[config.mk]
export PLATFORM = sky130hd
export DESIGN_NAME = keyed_alternating_product_hash_core
export DESIGN_NICKNAME = d
export VERILOG_FILES = /design/src/hw/rtl/kaph_pkg.sv /design/src/hw/rtl/kaph_mulmod.sv /design/src/hw/rtl/keyed_alternating_product_hash_core.sv
export SDC_FILE = /design/constraint.sdc
export NUM_CORES = 1
export LEC_CHECK = 0
export BUFFER_PORTS_ARGS = -buffer_cell sky130_fd_sc_hd__clkbuf_2
export CAP_MARGIN = 20
export CORE_ASPECT_RATIO = 1.4
export CORE_MARGIN = 4
export CORE_UTILIZATION = 25
export CTS_CLUSTER_DIAMETER = 120
export DETAILED_ROUTE_END_ITERATION = 12
export MAX_ROUTING_LAYER = met4
export PLACE_DENSITY_LB_ADDON = 0.25
export SYNTH_ARGS = -nofsm -noshare
export SYNTH_HDL_FRONTEND = slang
export SYNTH_SLANG_ARGS = --single-unit
[constraint.sdc]
create_clock -name clock -period 15.29 [get_ports clock]
set_input_delay 0.7645 -clock clock [delete_from_list [all_inputs] [get_ports clock]]
set_output_delay 0.7645 -clock clock [all_outputs]
set_load 0.005 [all_outputs]
[src/hw/rtl/kaph_pkg.sv]
// shared types, constants and register codes of the keyed alternating product hash
`default_nettype none

package kaph_pkg;

   localparam int unsigned ByteWidth = 8;
   localparam int unsigned ProductWidth = 16;
   localparam int unsigned CsrIndexWidth = 3;

   localparam logic [ProductWidth-1:0] HashModulus = 16'hffff;
   localparam logic [ProductWidth-1:0] ProductReset = 16'h0001;

   localparam logic KeyModeSession = 1'b0;
   localparam logic KeyModePassword = 1'b1;

   localparam logic [CsrIndexWidth-1:0] CsrKeyMode = 3'd0;
   localparam logic [CsrIndexWidth-1:0] CsrKeyByte0 = 3'd1;
   localparam logic [CsrIndexWidth-1:0] CsrKeyByte1 = 3'd2;
   localparam logic [CsrIndexWidth-1:0] CsrKeyByte2 = 3'd3;
   localparam logic [CsrIndexWidth-1:0] CsrKeyByte3 = 3'd4;

   typedef struct packed {
      logic [ByteWidth-1:0] data_byte;
      logic                 last_byte;
   } req_beat_type;

   typedef struct packed {
      logic [ByteWidth-1:0] hash_high;
      logic [ByteWidth-1:0] hash_low;
   } rsp_beat_type;

endpackage

`default_nettype wire

[src/hw/rtl/kaph_mulmod.sv]
// running product times one byte, reduced modulo 65535
`default_nettype none

module kaph_mulmod (
   input  logic [kaph_pkg::ProductWidth-1:0] product,
   input  logic [kaph_pkg::ByteWidth-1:0]    data_byte,
   output logic [kaph_pkg::ProductWidth-1:0] result
);

   localparam int unsigned FullWidth = kaph_pkg::ProductWidth + kaph_pkg::ByteWidth;

   logic [FullWidth-1:0]              full;
   logic [kaph_pkg::ProductWidth:0]   sum;
   logic [kaph_pkg::ProductWidth:0]   modulus_wide;

   // 2^16 is 1 mod 65535, so the upper byte folds onto the lower half
   always_comb begin
      full = FullWidth'(product) * FullWidth'(data_byte);
      modulus_wide = {1'b0, kaph_pkg::HashModulus};
      sum = {{(kaph_pkg::ProductWidth + 1 - kaph_pkg::ByteWidth){1'b0}},
             full[FullWidth-1:kaph_pkg::ProductWidth]}
          + {1'b0, full[kaph_pkg::ProductWidth-1:0]};
      if (sum >= modulus_wide) begin
         result = kaph_pkg::ProductWidth'(sum - modulus_wide);
      end else begin
         result = sum[kaph_pkg::ProductWidth-1:0];
      end
   end

endmodule

`default_nettype wire

[src/hw/rtl/keyed_alternating_product_hash_core.sv]
// top level of the keyed alternating product hash
//
// message bytes arrive on the req_ channel, one beat per byte, with
// last_byte set on the final byte of a message. a beat is taken at a
// clock edge where req_valid is high and req_stall is low. each message
// yields one rsp_ beat holding the keyed hash high and low bytes; bytes
// without last_byte yield nothing.
// a last byte's result goes to the output register once it is free.
// throughput: one byte per cycle while req_stall is low, set by the
// product feedback through the single 16x8 multiplier and modulo fold.
// the csr_ port writes key_mode and the four key bytes; it is always
// ready and should only be written while no message is in flight.
// a stalled result is held in the output register; non-last bytes keep
// flowing past it, and a further last byte waits in the input register,
// which raises req_stall.
// reset (synchronous, active high) clears the keys, empties both
// registers and restarts the products at one with even parity.
`default_nettype none

module keyed_alternating_product_hash_core (
   input  logic                                 clock,
   input  logic                                 reset,
   input  logic                                 req_valid,
   output logic                                 req_stall,
   input  kaph_pkg::req_beat_type               req_data,
   output logic                                 rsp_valid,
   input  logic                                 rsp_stall,
   output kaph_pkg::rsp_beat_type               rsp_data,
   input  logic                                 csr_valid,
   output logic                                 csr_ready,
   input  logic [kaph_pkg::CsrIndexWidth-1:0]   csr_index,
   input  logic [kaph_pkg::ByteWidth-1:0]       csr_wdata
);

   logic                               in_valid_ff, in_valid_in;
   kaph_pkg::req_beat_type             in_beat_ff, in_beat_in;
   logic [kaph_pkg::ProductWidth-1:0]  even_ff, even_in;
   logic [kaph_pkg::ProductWidth-1:0]  odd_ff, odd_in;
   logic                               parity_ff, parity_in;
   logic                               out_valid_ff, out_valid_in;
   kaph_pkg::rsp_beat_type             out_beat_ff, out_beat_in;

   logic                               key_mode_ff;
   logic [kaph_pkg::ByteWidth-1:0]     key0_ff, key1_ff, key2_ff, key3_ff;

   logic                               out_free;
   logic                               advance;
   logic                               accept;
   logic [kaph_pkg::ProductWidth-1:0]  mul_operand;
   logic [kaph_pkg::ProductWidth-1:0]  mul_result;
   logic [kaph_pkg::ProductWidth-1:0]  new_even, new_odd;
   logic [kaph_pkg::ProductWidth-1:0]  mixed, folded;
   logic [kaph_pkg::ByteWidth-1:0]     mask_high, mask_low;

   kaph_mulmod u_mulmod (
      .product   (mul_operand),
      .data_byte (in_beat_ff.data_byte),
      .result    (mul_result)
   );

   // handshake
   always_comb begin
      out_free = !out_valid_ff || !rsp_stall;
      advance = in_valid_ff && (!in_beat_ff.last_byte || out_free);
      req_stall = in_valid_ff && !advance;
      accept = req_valid && !req_stall;
   end

   // product update and final fold
   always_comb begin
      mul_operand = parity_ff ? odd_ff : even_ff;
      new_even = parity_ff ? even_ff : mul_result;
      new_odd = parity_ff ? mul_result : odd_ff;
      mixed = new_even ^ new_odd;
      folded = (mixed == kaph_pkg::HashModulus) ? '0 : mixed;
      case (key_mode_ff)
         kaph_pkg::KeyModePassword: begin
            mask_high = key0_ff ^ key1_ff;
            mask_low = key2_ff ^ key3_ff;
         end
         default: begin
            mask_high = key0_ff;
            mask_low = key1_ff;
         end
      endcase
   end

   always_comb begin
      in_valid_in = in_valid_ff;
      in_beat_in = in_beat_ff;
      even_in = even_ff;
      odd_in = odd_ff;
      parity_in = parity_ff;
      out_valid_in = out_valid_ff;
      out_beat_in = out_beat_ff;

      if (out_valid_ff && !rsp_stall) begin
         out_valid_in = 1'b0;
      end

      if (advance) begin
         in_valid_in = 1'b0;
         if (in_beat_ff.last_byte) begin
            even_in = kaph_pkg::ProductReset;
            odd_in = kaph_pkg::ProductReset;
            parity_in = 1'b0;
            out_valid_in = 1'b1;
            out_beat_in.hash_high = folded[kaph_pkg::ProductWidth-1:kaph_pkg::ByteWidth]
                                    ^ mask_high;
            out_beat_in.hash_low = folded[kaph_pkg::ByteWidth-1:0] ^ mask_low;
         end else begin
            even_in = new_even;
            odd_in = new_odd;
            parity_in = !parity_ff;
         end
      end

      if (accept) begin
         in_valid_in = 1'b1;
         in_beat_in = req_data;
      end
   end

   always_ff @(posedge clock) begin
      if (reset) begin
         in_valid_ff <= 1'b0;
         even_ff <= kaph_pkg::ProductReset;
         odd_ff <= kaph_pkg::ProductReset;
         parity_ff <= 1'b0;
         out_valid_ff <= 1'b0;
      end else begin
         in_valid_ff <= in_valid_in;
         even_ff <= even_in;
         odd_ff <= odd_in;
         parity_ff <= parity_in;
         out_valid_ff <= out_valid_in;
      end
   end

   always_ff @(posedge clock) begin
      in_beat_ff <= in_beat_in;
      out_beat_ff <= out_beat_in;
   end

   // key registers
   always_ff @(posedge clock) begin
      if (reset) begin
         key_mode_ff <= kaph_pkg::KeyModeSession;
         key0_ff <= '0;
         key1_ff <= '0;
         key2_ff <= '0;
         key3_ff <= '0;
      end else if (csr_valid && csr_ready) begin
         unique case (csr_index)
            kaph_pkg::CsrKeyMode:  key_mode_ff <= csr_wdata[0];
            kaph_pkg::CsrKeyByte0: key0_ff <= csr_wdata;
            kaph_pkg::CsrKeyByte1: key1_ff <= csr_wdata;
            kaph_pkg::CsrKeyByte2: key2_ff <= csr_wdata;
            kaph_pkg::CsrKeyByte3: key3_ff <= csr_wdata;
            default: ;
         endcase
      end
   end

   assign csr_ready = 1'b1;
   assign rsp_valid = out_valid_ff;
   assign rsp_data = out_beat_ff;

   // a last byte only leaves the input register when the result slot is free
   assert property (@(posedge clock) disable iff (reset)
      (advance && in_beat_ff.last_byte) |-> (!out_valid_ff || !rsp_stall))
      else $error("result register overwritten");

   // message state restarts after every last byte
   assert property (@(posedge clock) disable iff (reset)
      (advance && in_beat_ff.last_byte) |=>
         (!parity_ff && even_ff == kaph_pkg::ProductReset
          && odd_ff == kaph_pkg::ProductReset))
      else $error("message state not restarted");

   // products stay reduced
   assert property (@(posedge clock) disable iff (reset)
      (even_ff != kaph_pkg::HashModulus) && (odd_ff != kaph_pkg::HashModulus))
      else $error("product out of range");

endmodule

`default_nettype wire
======== Word-level counts from Yosys, hierarchy flattened ========
Cells that the tools add are included.
storage, ports and cells
  register bits ........................... 93
  bits of input ports ..................... 25
  output and inout port bits .............. 19
  logic and storage cells ................. 63
cells by class
  add/sub/neg operators ................... 2
  multipliers ............................. 1
  order comparisons ....................... 1
  eq/ne operators ......................... 5
  mux-type cells .......................... 15
  bitwise operators ....................... 5
  reductions and logical operators ........ 20
operators by type and width
  operator                count
  $mux 16                 7
  $xor 8x8->8             4
  $mul 16x8->24           1
  $add 8x16->17           1
  $ge 17x16->1 const B    1
  $eq 16x16->1 const B    1
  $mux 8                  2
  $sub 16x16->16 const B  1
  $xor 16x16->16          1
  $reduce_and 2->1        6
  $eq 3x2->1 const B      2
  $logic_not 1->1         6
  $mux 1                  6
  $logic_and 1x1->1       4
  $eq 3x1->1 const B      1
  $eq 3x3->1 const B      1
  $logic_not 3->1         1
  $logic_or 1x1->1        2
  $reduce_bool 2->1       1

======== Longest topological paths before layout ========
  depth after elaboration ................. 10
  depth in mapped cells ................... 45
  mapped depth without buffers ............ 36

======== By module ========
From an unflattened synthesis, not the netlist that was laid out.
unflattened totals
  cell total of the unflattened synthesis .. 1,025
  area total of the unflattened synthesis .. 9,281.4 um2
by module, submodules not included
  module                               instances  cells an instance  area an instance (um2)  sequential area each (um2)
  kaph_mulmod                          1          590                4,961.0                 0.0
  keyed_alternating_product_hash_core  1          435                4,320.4                 2,112.0

======== Least setup slack after synthesis ========
Ideal clock, no wire load.
  path kind ............................... reg-to-reg
  start point ............................. register parity_ff
  end point ............................... register out_beat_ff (netlist bit rsp_data[4]), data pin
  setup time .............................. 261 ps
  arrival time ............................ 10,497 ps
  required time ........................... 15,029 ps
  path slack .............................. 4,532 ps
  stages on the path, launching flop included .. 40
  buffers on the path ..................... 5
  period minus slack after synthesis ...... 10,758 ps
  cell sequence ........................... dfxtp_1 -> buf_1 -> clkbuf_1 -> buf_1 -> mux2i_1 -> nor2b_1 -> fa_1 -> fa_1 -> fa_1 -> inv_1 -> fa_1 -> inv_1 -> ha_1 -> buf_2 -> a21oi_1 -> o211ai_2 -> a41oi_1 -> nor2b_1 -> [... 4 more ...] -> nand2b_1 -> a21oi_1 -> o21ai_0 -> xnor2_1 -> ha_1 -> clkbuf_2 -> a21o_1 -> a31o_2 -> o21ba_2 -> xor2_1 -> or4_4 -> or4_4 -> o31ai_4 -> nand3_1 -> a211o_1 -> or3_4 -> o41a_1 -> xnor2_1
between the ends
  cells in the longest elaborated chain, start to end .. 10
  elaborated cells on any way between the ends .. 12
  classes of those cells .................. 2 x add/sub; 1 x mul; 1 x order compare; 1 x eq/ne; 5 x mux; 2 x bitwise
RTL lines
  what                                            line                                                                                  text
  start: declaration                              keyed_alternating_product_hash_core.sv:39                                             logic parity_ff, parity_in;
  start signal: assignment                        keyed_alternating_product_hash_core.sv:135                                            parity_ff <= parity_in;
  $mux 16                                         keyed_alternating_product_hash_core.sv:71                                             mul_operand = parity_ff ? odd_ff : even_ff;
  $mul 16x8->24                                   kaph_mulmod.sv:18                                                                     full = FullWidth'(product) * FullWidth'(data_byte);
  $add 8x16->17                                   kaph_mulmod.sv:22                                                                     + {1'b0, full[kaph_pkg::ProductWidth-1:0]};
  $sub 16x16->16 or $ge 17x16->1 (tied branches)  kaph_mulmod.sv:24, kaph_mulmod.sv:23
  $mux 16                                         kaph_mulmod.sv:23                                                                     if (sum >= modulus_wide) begin
  $mux 16 (on tied branches)                      keyed_alternating_product_hash_core.sv:72, keyed_alternating_product_hash_core.sv:73
  $xor 16x16->16 (*)                              keyed_alternating_product_hash_core.sv:74                                             mixed = new_even ^ new_odd;
  $eq 16x16->1                                    keyed_alternating_product_hash_core.sv:75                                             folded = (mixed == kaph_pkg::HashModulus) ? '0 : mixed;
  $mux 16 (*)                                     keyed_alternating_product_hash_core.sv:75
  $xor 8x8->8 (*)                                 keyed_alternating_product_hash_core.sv:110                                            out_beat_in.hash_low = folded[kaph_pkg::ByteWidth-1:0] ^ mask_low;
  end signal: assignment                          keyed_alternating_product_hash_core.sv:142                                            out_beat_ff <= out_beat_in;
  end: declaration                                keyed_alternating_product_hash_core.sv:41                                             kaph_pkg::rsp_beat_type out_beat_ff, out_beat_in;
Mark *: on every way between the ends. The rest lies on a longest branch, timed or not.
A chain may end at the register's enable or synchronous reset.

======== Final worst setup path ========
  start point ............................. register parity_ff
  end point ............................... register out_beat_ff (netlist bit rsp_data[6]), data pin
The elaborated chain is that of the path after synthesis.

==> impl_summary.txt <==
----------------------------------------------------
[Run status]
  Result of the run ... finished, final reports clean

[Synth]
  Cells after synthesis ... roughly 1100
  Largest family of logic cells by synthesized area ... adder cells
  Primary FF master, synth ... sky130_fd_sc_hd__dfxtp_1
  Async set or reset register ratio after synthesis ... 0%
  Simple-gate share of the synthesized area ... around a fifth
  Average cell area after synthesis ... between 8 and 9 µm²
  Most used standard cells in the synthesized netlist ... sky130_fd_sc_hd__nand2_1, sky130_fd_sc_hd__inv_1, sky130_fd_sc_hd__fa_1, sky130_fd_sc_hd__nor2_1, sky130_fd_sc_hd__dfxtp_1
  Area leader, netlist ... sky130_fd_sc_hd__fa_1
  Multiplexer area fraction after synthesis ... about 4.7%
  FF+latch count, synth ... 93
  Netlist area before placement ... slightly below 0.01 mm²
  Sequential area share after synthesis ... 21.7%
  Synth Net Count ... around 1300
  Count of flip-flops with a built-in enable after synthesis ... 25
  Area contributors post-synth ... sky130_fd_sc_hd__fa_1, sky130_fd_sc_hd__dfxtp_1, sky130_fd_sc_hd__edfxtp_1
  Synth top area share ... between 10% and 20%
  Synthesis warning total ... 0
  Number of library cell types mapped by synthesis ... 74
  Dominant cell by count in the synthesized netlist ... sky130_fd_sc_hd__nand2_1
  Fraction of synthesized cell area in xor and xnor cells ... just over 8%
  Synthesized-area fraction occupied by ao, oa, aoi and oai cells ... 14.1%
  Adder and majority cell fraction of the synthesized area ... between 20% and 30%

[Worst setup path]
  Critical Path Source Type ... flop
  RR Startpoint ... parity_ff
  Kind of critical path ... flop to flop
  Worst setup path startpoint ... parity_ff
  Critical Path End Type ... flop
  Crit Path Max Fanout ... 39
  Crit path required time ... between 15 and 20 ns
  Path depth of the worst reg2reg path ... 35
  Critical path data arrival time ... 11.41 ns
  R2R Setup Slk ... between 3 and 4 ns
  Capturing instance or port of the critical path ... rsp_data[6]
  Master of the slowest instance on the critical path ... sky130_fd_sc_hd__mux2i_1
  End of the worst register-to-register path ... rsp_data[6]
  Cell seen most often among critical-path stages ... sky130_fd_sc_hd__fa_1
  Delay of the slowest cell on the worst path ... ~0.94 ns

[Placed design]
  Placement Cell Area ... ~0.010 mm²
  Final HPWL DP ... between 20 and 25 mm
  Count of port buffers added during placement ... 42
  Placer's final routability congestion estimate ... between 0.8 and 0.9
  DP Cell Count ... approximately 1700

[CTS]
  Number of hold buffers added after cts ... 0
  Number of buffers added by the clock tree synthesis step ... 9
  Number of gates given a new drive strength after cts ... 0
  Setup repair bufs after CTS ... 0
  Number of levels in the clock H-tree ... 3
  Root buffer cell ... sky130_fd_sc_hd__clkbuf_16
  Clk slew on worst S/H paths ... roughly 0.070 ns
  Maximum buffer depth of the clock tree ... 2
  Clock tree from TritonCTS ... built
  Clk sinks ... 93
  Latest clock arrival within the worst-skew pair ... 0.36 ns

[STA]
  Setup repair after global routing missed its margin ... false
  Part of the cycle the worst path needs ... 73.9%
  Final setup violation count ... 0
  Post-route worst hold slack ... 0.468 ns
  Maximum clock frequency ... approximately 88 MHz
  Max-slew violation count ... 0
  Slew @ Worst Pin ... ~1.1 ns
  Crit path time final ... 11.31 ns
  Number of failing hold endpoints at the final stage ... 0
  Sum of negative setup slack ... 0 ns
  Worst clock skew on the final layout ... between 0.01 and 0.015 ns
  Max_slew headroom ... around 27%

[Floorplanning]
  Number of cell rows ... 85
  Die height ... 242 µm
  Overall die width ... around 170 µm
  Core region area ... a little under 0.04 mm²
  Total Die Area ... roughly 0.042 mm²
  Initial standard-cell utilization of the core ... between 20% and 30%
  I/O Pins ... 44

[Global routing]
  Antenna violations before repair ... 1
  Congestion Overflow GR ... 0
  Wire length of the first global-routing pass ... approximately 45 mm
  Total global-route track usage ... 13.7%
  Number of global-route vias before repair ... 8237
  Largest net degree at the start of global routing ... a little under 70

[Layout]
  Post-layout instance count excluding filler cells ... 1674
  Share of final-layout standard cells stronger than drive strength 1 ... about 9.0%
  Summed area of non-filler cells in the final layout ... about 0.011 mm²
  Number of nets in the layout ... approximately 1300
  P&R area growth vs syn ... 10.7%
  Diode insertion count for antenna repair ... 0
  Filler Cell Count ... roughly 4200

[Worst hold path]
  Type of the most critical hold path ... flop to flop

[Detailed routing]
  DRC Markers ... 0
  Avg Vias per Cell ... around 4.7
  Routed WL per cell ... around 17 µm
  Number of nets with antenna violations after detailed routing ... 0
  Post-detailed-routing wire length ... 27.8 mm
  First-pass detailed-route iteration total ... 5
  Initial DRC Count ... between 300 and 400
  Routed via count ... around 7800

[Run]
  Number of maximum-capacitance constraint violations ... 0

[Pwr]
  Power density normalized to cell area ... roughly 77 mW/mm²
  Net Sw Power ... around 320 µW
  VDD IR max ... 60.0 µV
  Share of power burned in registers ... about a third
  Leakage power figure ... 0.00433 µW
  Part of the power in combinational logic ... around two fifths
  Relative contribution of the clock network to total power ... roughly 28%
  Fraction of power spent switching nets ... slightly below 40%
  Internal Dissipation ... 505 µW

----------------------------------------------------
[worst max-delay path, delay by kind of cell (launching register included)]
kind                     cells  cell delay, ns
AO/OA/AOI/OAI               14            3.27
adder cells (fa/ha/maj)      6            2.94
AND/OR/NAND/NOR              7            2.23
flip-flops                   1            0.31
buffers and inverters        3            0.55
XOR/XNOR                     3            0.57
multiplexers                 2            1.15
[per-layer routing]
metal	GRT usage [%]	vias to the layer above	part of all wire [%]
li1	-	3832	-
met1	15.8	3822	42
met2	24.4	140	52
met3	1.97	40	2.8
met4	4.69	0	3.3
met5	-	-	0
[how the worst min path moves through the flow]
stage / from / endpoint / slack [ns] / cells past startpoint
2_1_floorplan: odd_ff[10] / odd_ff[10] / 0.44 / 2
4_1_cts: key1_ff[0] / key1_ff[0] / 0.47 / 2
5_1_grt: key0_ff[3] / key0_ff[3] / 0.49 / 2
6_report: key0_ff[1] / key0_ff[1] / 0.47 / 2
3_3_place_gp: key2_ff[4] / key2_ff[4] / 0.45 / 2
3_5_place_dp: key1_ff[0] / key1_ff[0] / 0.46 / 2
[cells by family after synthesis]
logic type | after synthesis
mux | 44
buf+inv | 153
xor+xnor | 86
flops | 93
compound gates | 199
fa+ha+maj | 138
simple gates | 416
other cells | 1
[layout by cell type, fill, tap and decap left out, types with 5 or more instances in the layout]
cell type                   instances
sky130_fd_sc_hd__a31oi_1           15
sky130_fd_sc_hd__inv_1            109
sky130_fd_sc_hd__o21ai_0           22
sky130_fd_sc_hd__nand4_1            9
sky130_fd_sc_hd__xnor2_1           56
sky130_fd_sc_hd__xor2_1            26
sky130_fd_sc_hd__nand2_1          144
sky130_fd_sc_hd__mux2i_1           33
sky130_fd_sc_hd__mux2_2            11
sky130_fd_sc_hd__o211ai_1          10
sky130_fd_sc_hd__nor3_1            13
sky130_fd_sc_hd__clkbuf_16          9
sky130_fd_sc_hd__clkbuf_2          42
sky130_fd_sc_hd__nand3_1           18
sky130_fd_sc_hd__nor2_1            78
sky130_fd_sc_hd__and3_1             8
sky130_fd_sc_hd__dfxtp_1           67
sky130_fd_sc_hd__a21o_1             8
sky130_fd_sc_hd__or2_2             10
sky130_fd_sc_hd__a211oi_1          10
sky130_fd_sc_hd__nor2b_1           63
sky130_fd_sc_hd__a21oi_1           52
sky130_fd_sc_hd__ha_1              53
sky130_fd_sc_hd__fa_1              85
sky130_fd_sc_hd__o21ai_1            7
sky130_fd_sc_hd__and2_1            29
sky130_fd_sc_hd__nor4_1             5
sky130_fd_sc_hd__o21a_1             7
sky130_fd_sc_hd__edfxtp_1          25
sky130_fd_sc_hd__nand2b_1          22
sky130_fd_sc_hd__buf_4              8
sky130_fd_sc_hd__a22oi_1           23
[stage by stage]
| stage | worst slack, ns | util, % | total power, µW |
|---|---|---|---|
| final | 3.98 | 28.0 | 827 |
| after CTS | 4.00 | 28.0 | 837 |
| after detailed placement | 4.03 | 27.2 | 603 |
| after global placement | 4.08 | 27.2 | 603 |
| after floorplan | 4.53 | - | 513 |
| after global routing | 3.41 | 28.0 | 879 |
[registers in the layout, summed over array words and instances, names as in the netlist]
register,count
key2_ff,8
in_beat_ff,9
even_ff,16
key_mode_ff,1
parity_ff,1
key1_ff,8
rsp_data,16
key3_ff,8
in_valid_ff,1
key0_ff,8
odd_ff,16
rsp_valid,1
[cell type report]
class / count / area [µm²] / area share, %
clock buffer: 10 / 239 / 2.22
clock inverter: 6 / 62.6 / 0.580
inverter: 109 / 409 / 3.79
multi-input combinational: 884 / 7040 / 65.3
sequential: 93 / 2110 / 19.6
tap: 522 / 653 / 6.06
timing repair buffer: 50 / 270 / 2.51
[power by group through the flow]
stage	Sequential (µW)	Combinational (µW)	Clock (µW)
after detailed placement	283	320	0
after floorplan	276	236	0
final	278	320	230
after CTS	278	323	237
after global placement	283	319	0
after global routing	279	356	244
(Power assumes the default switching activity.)
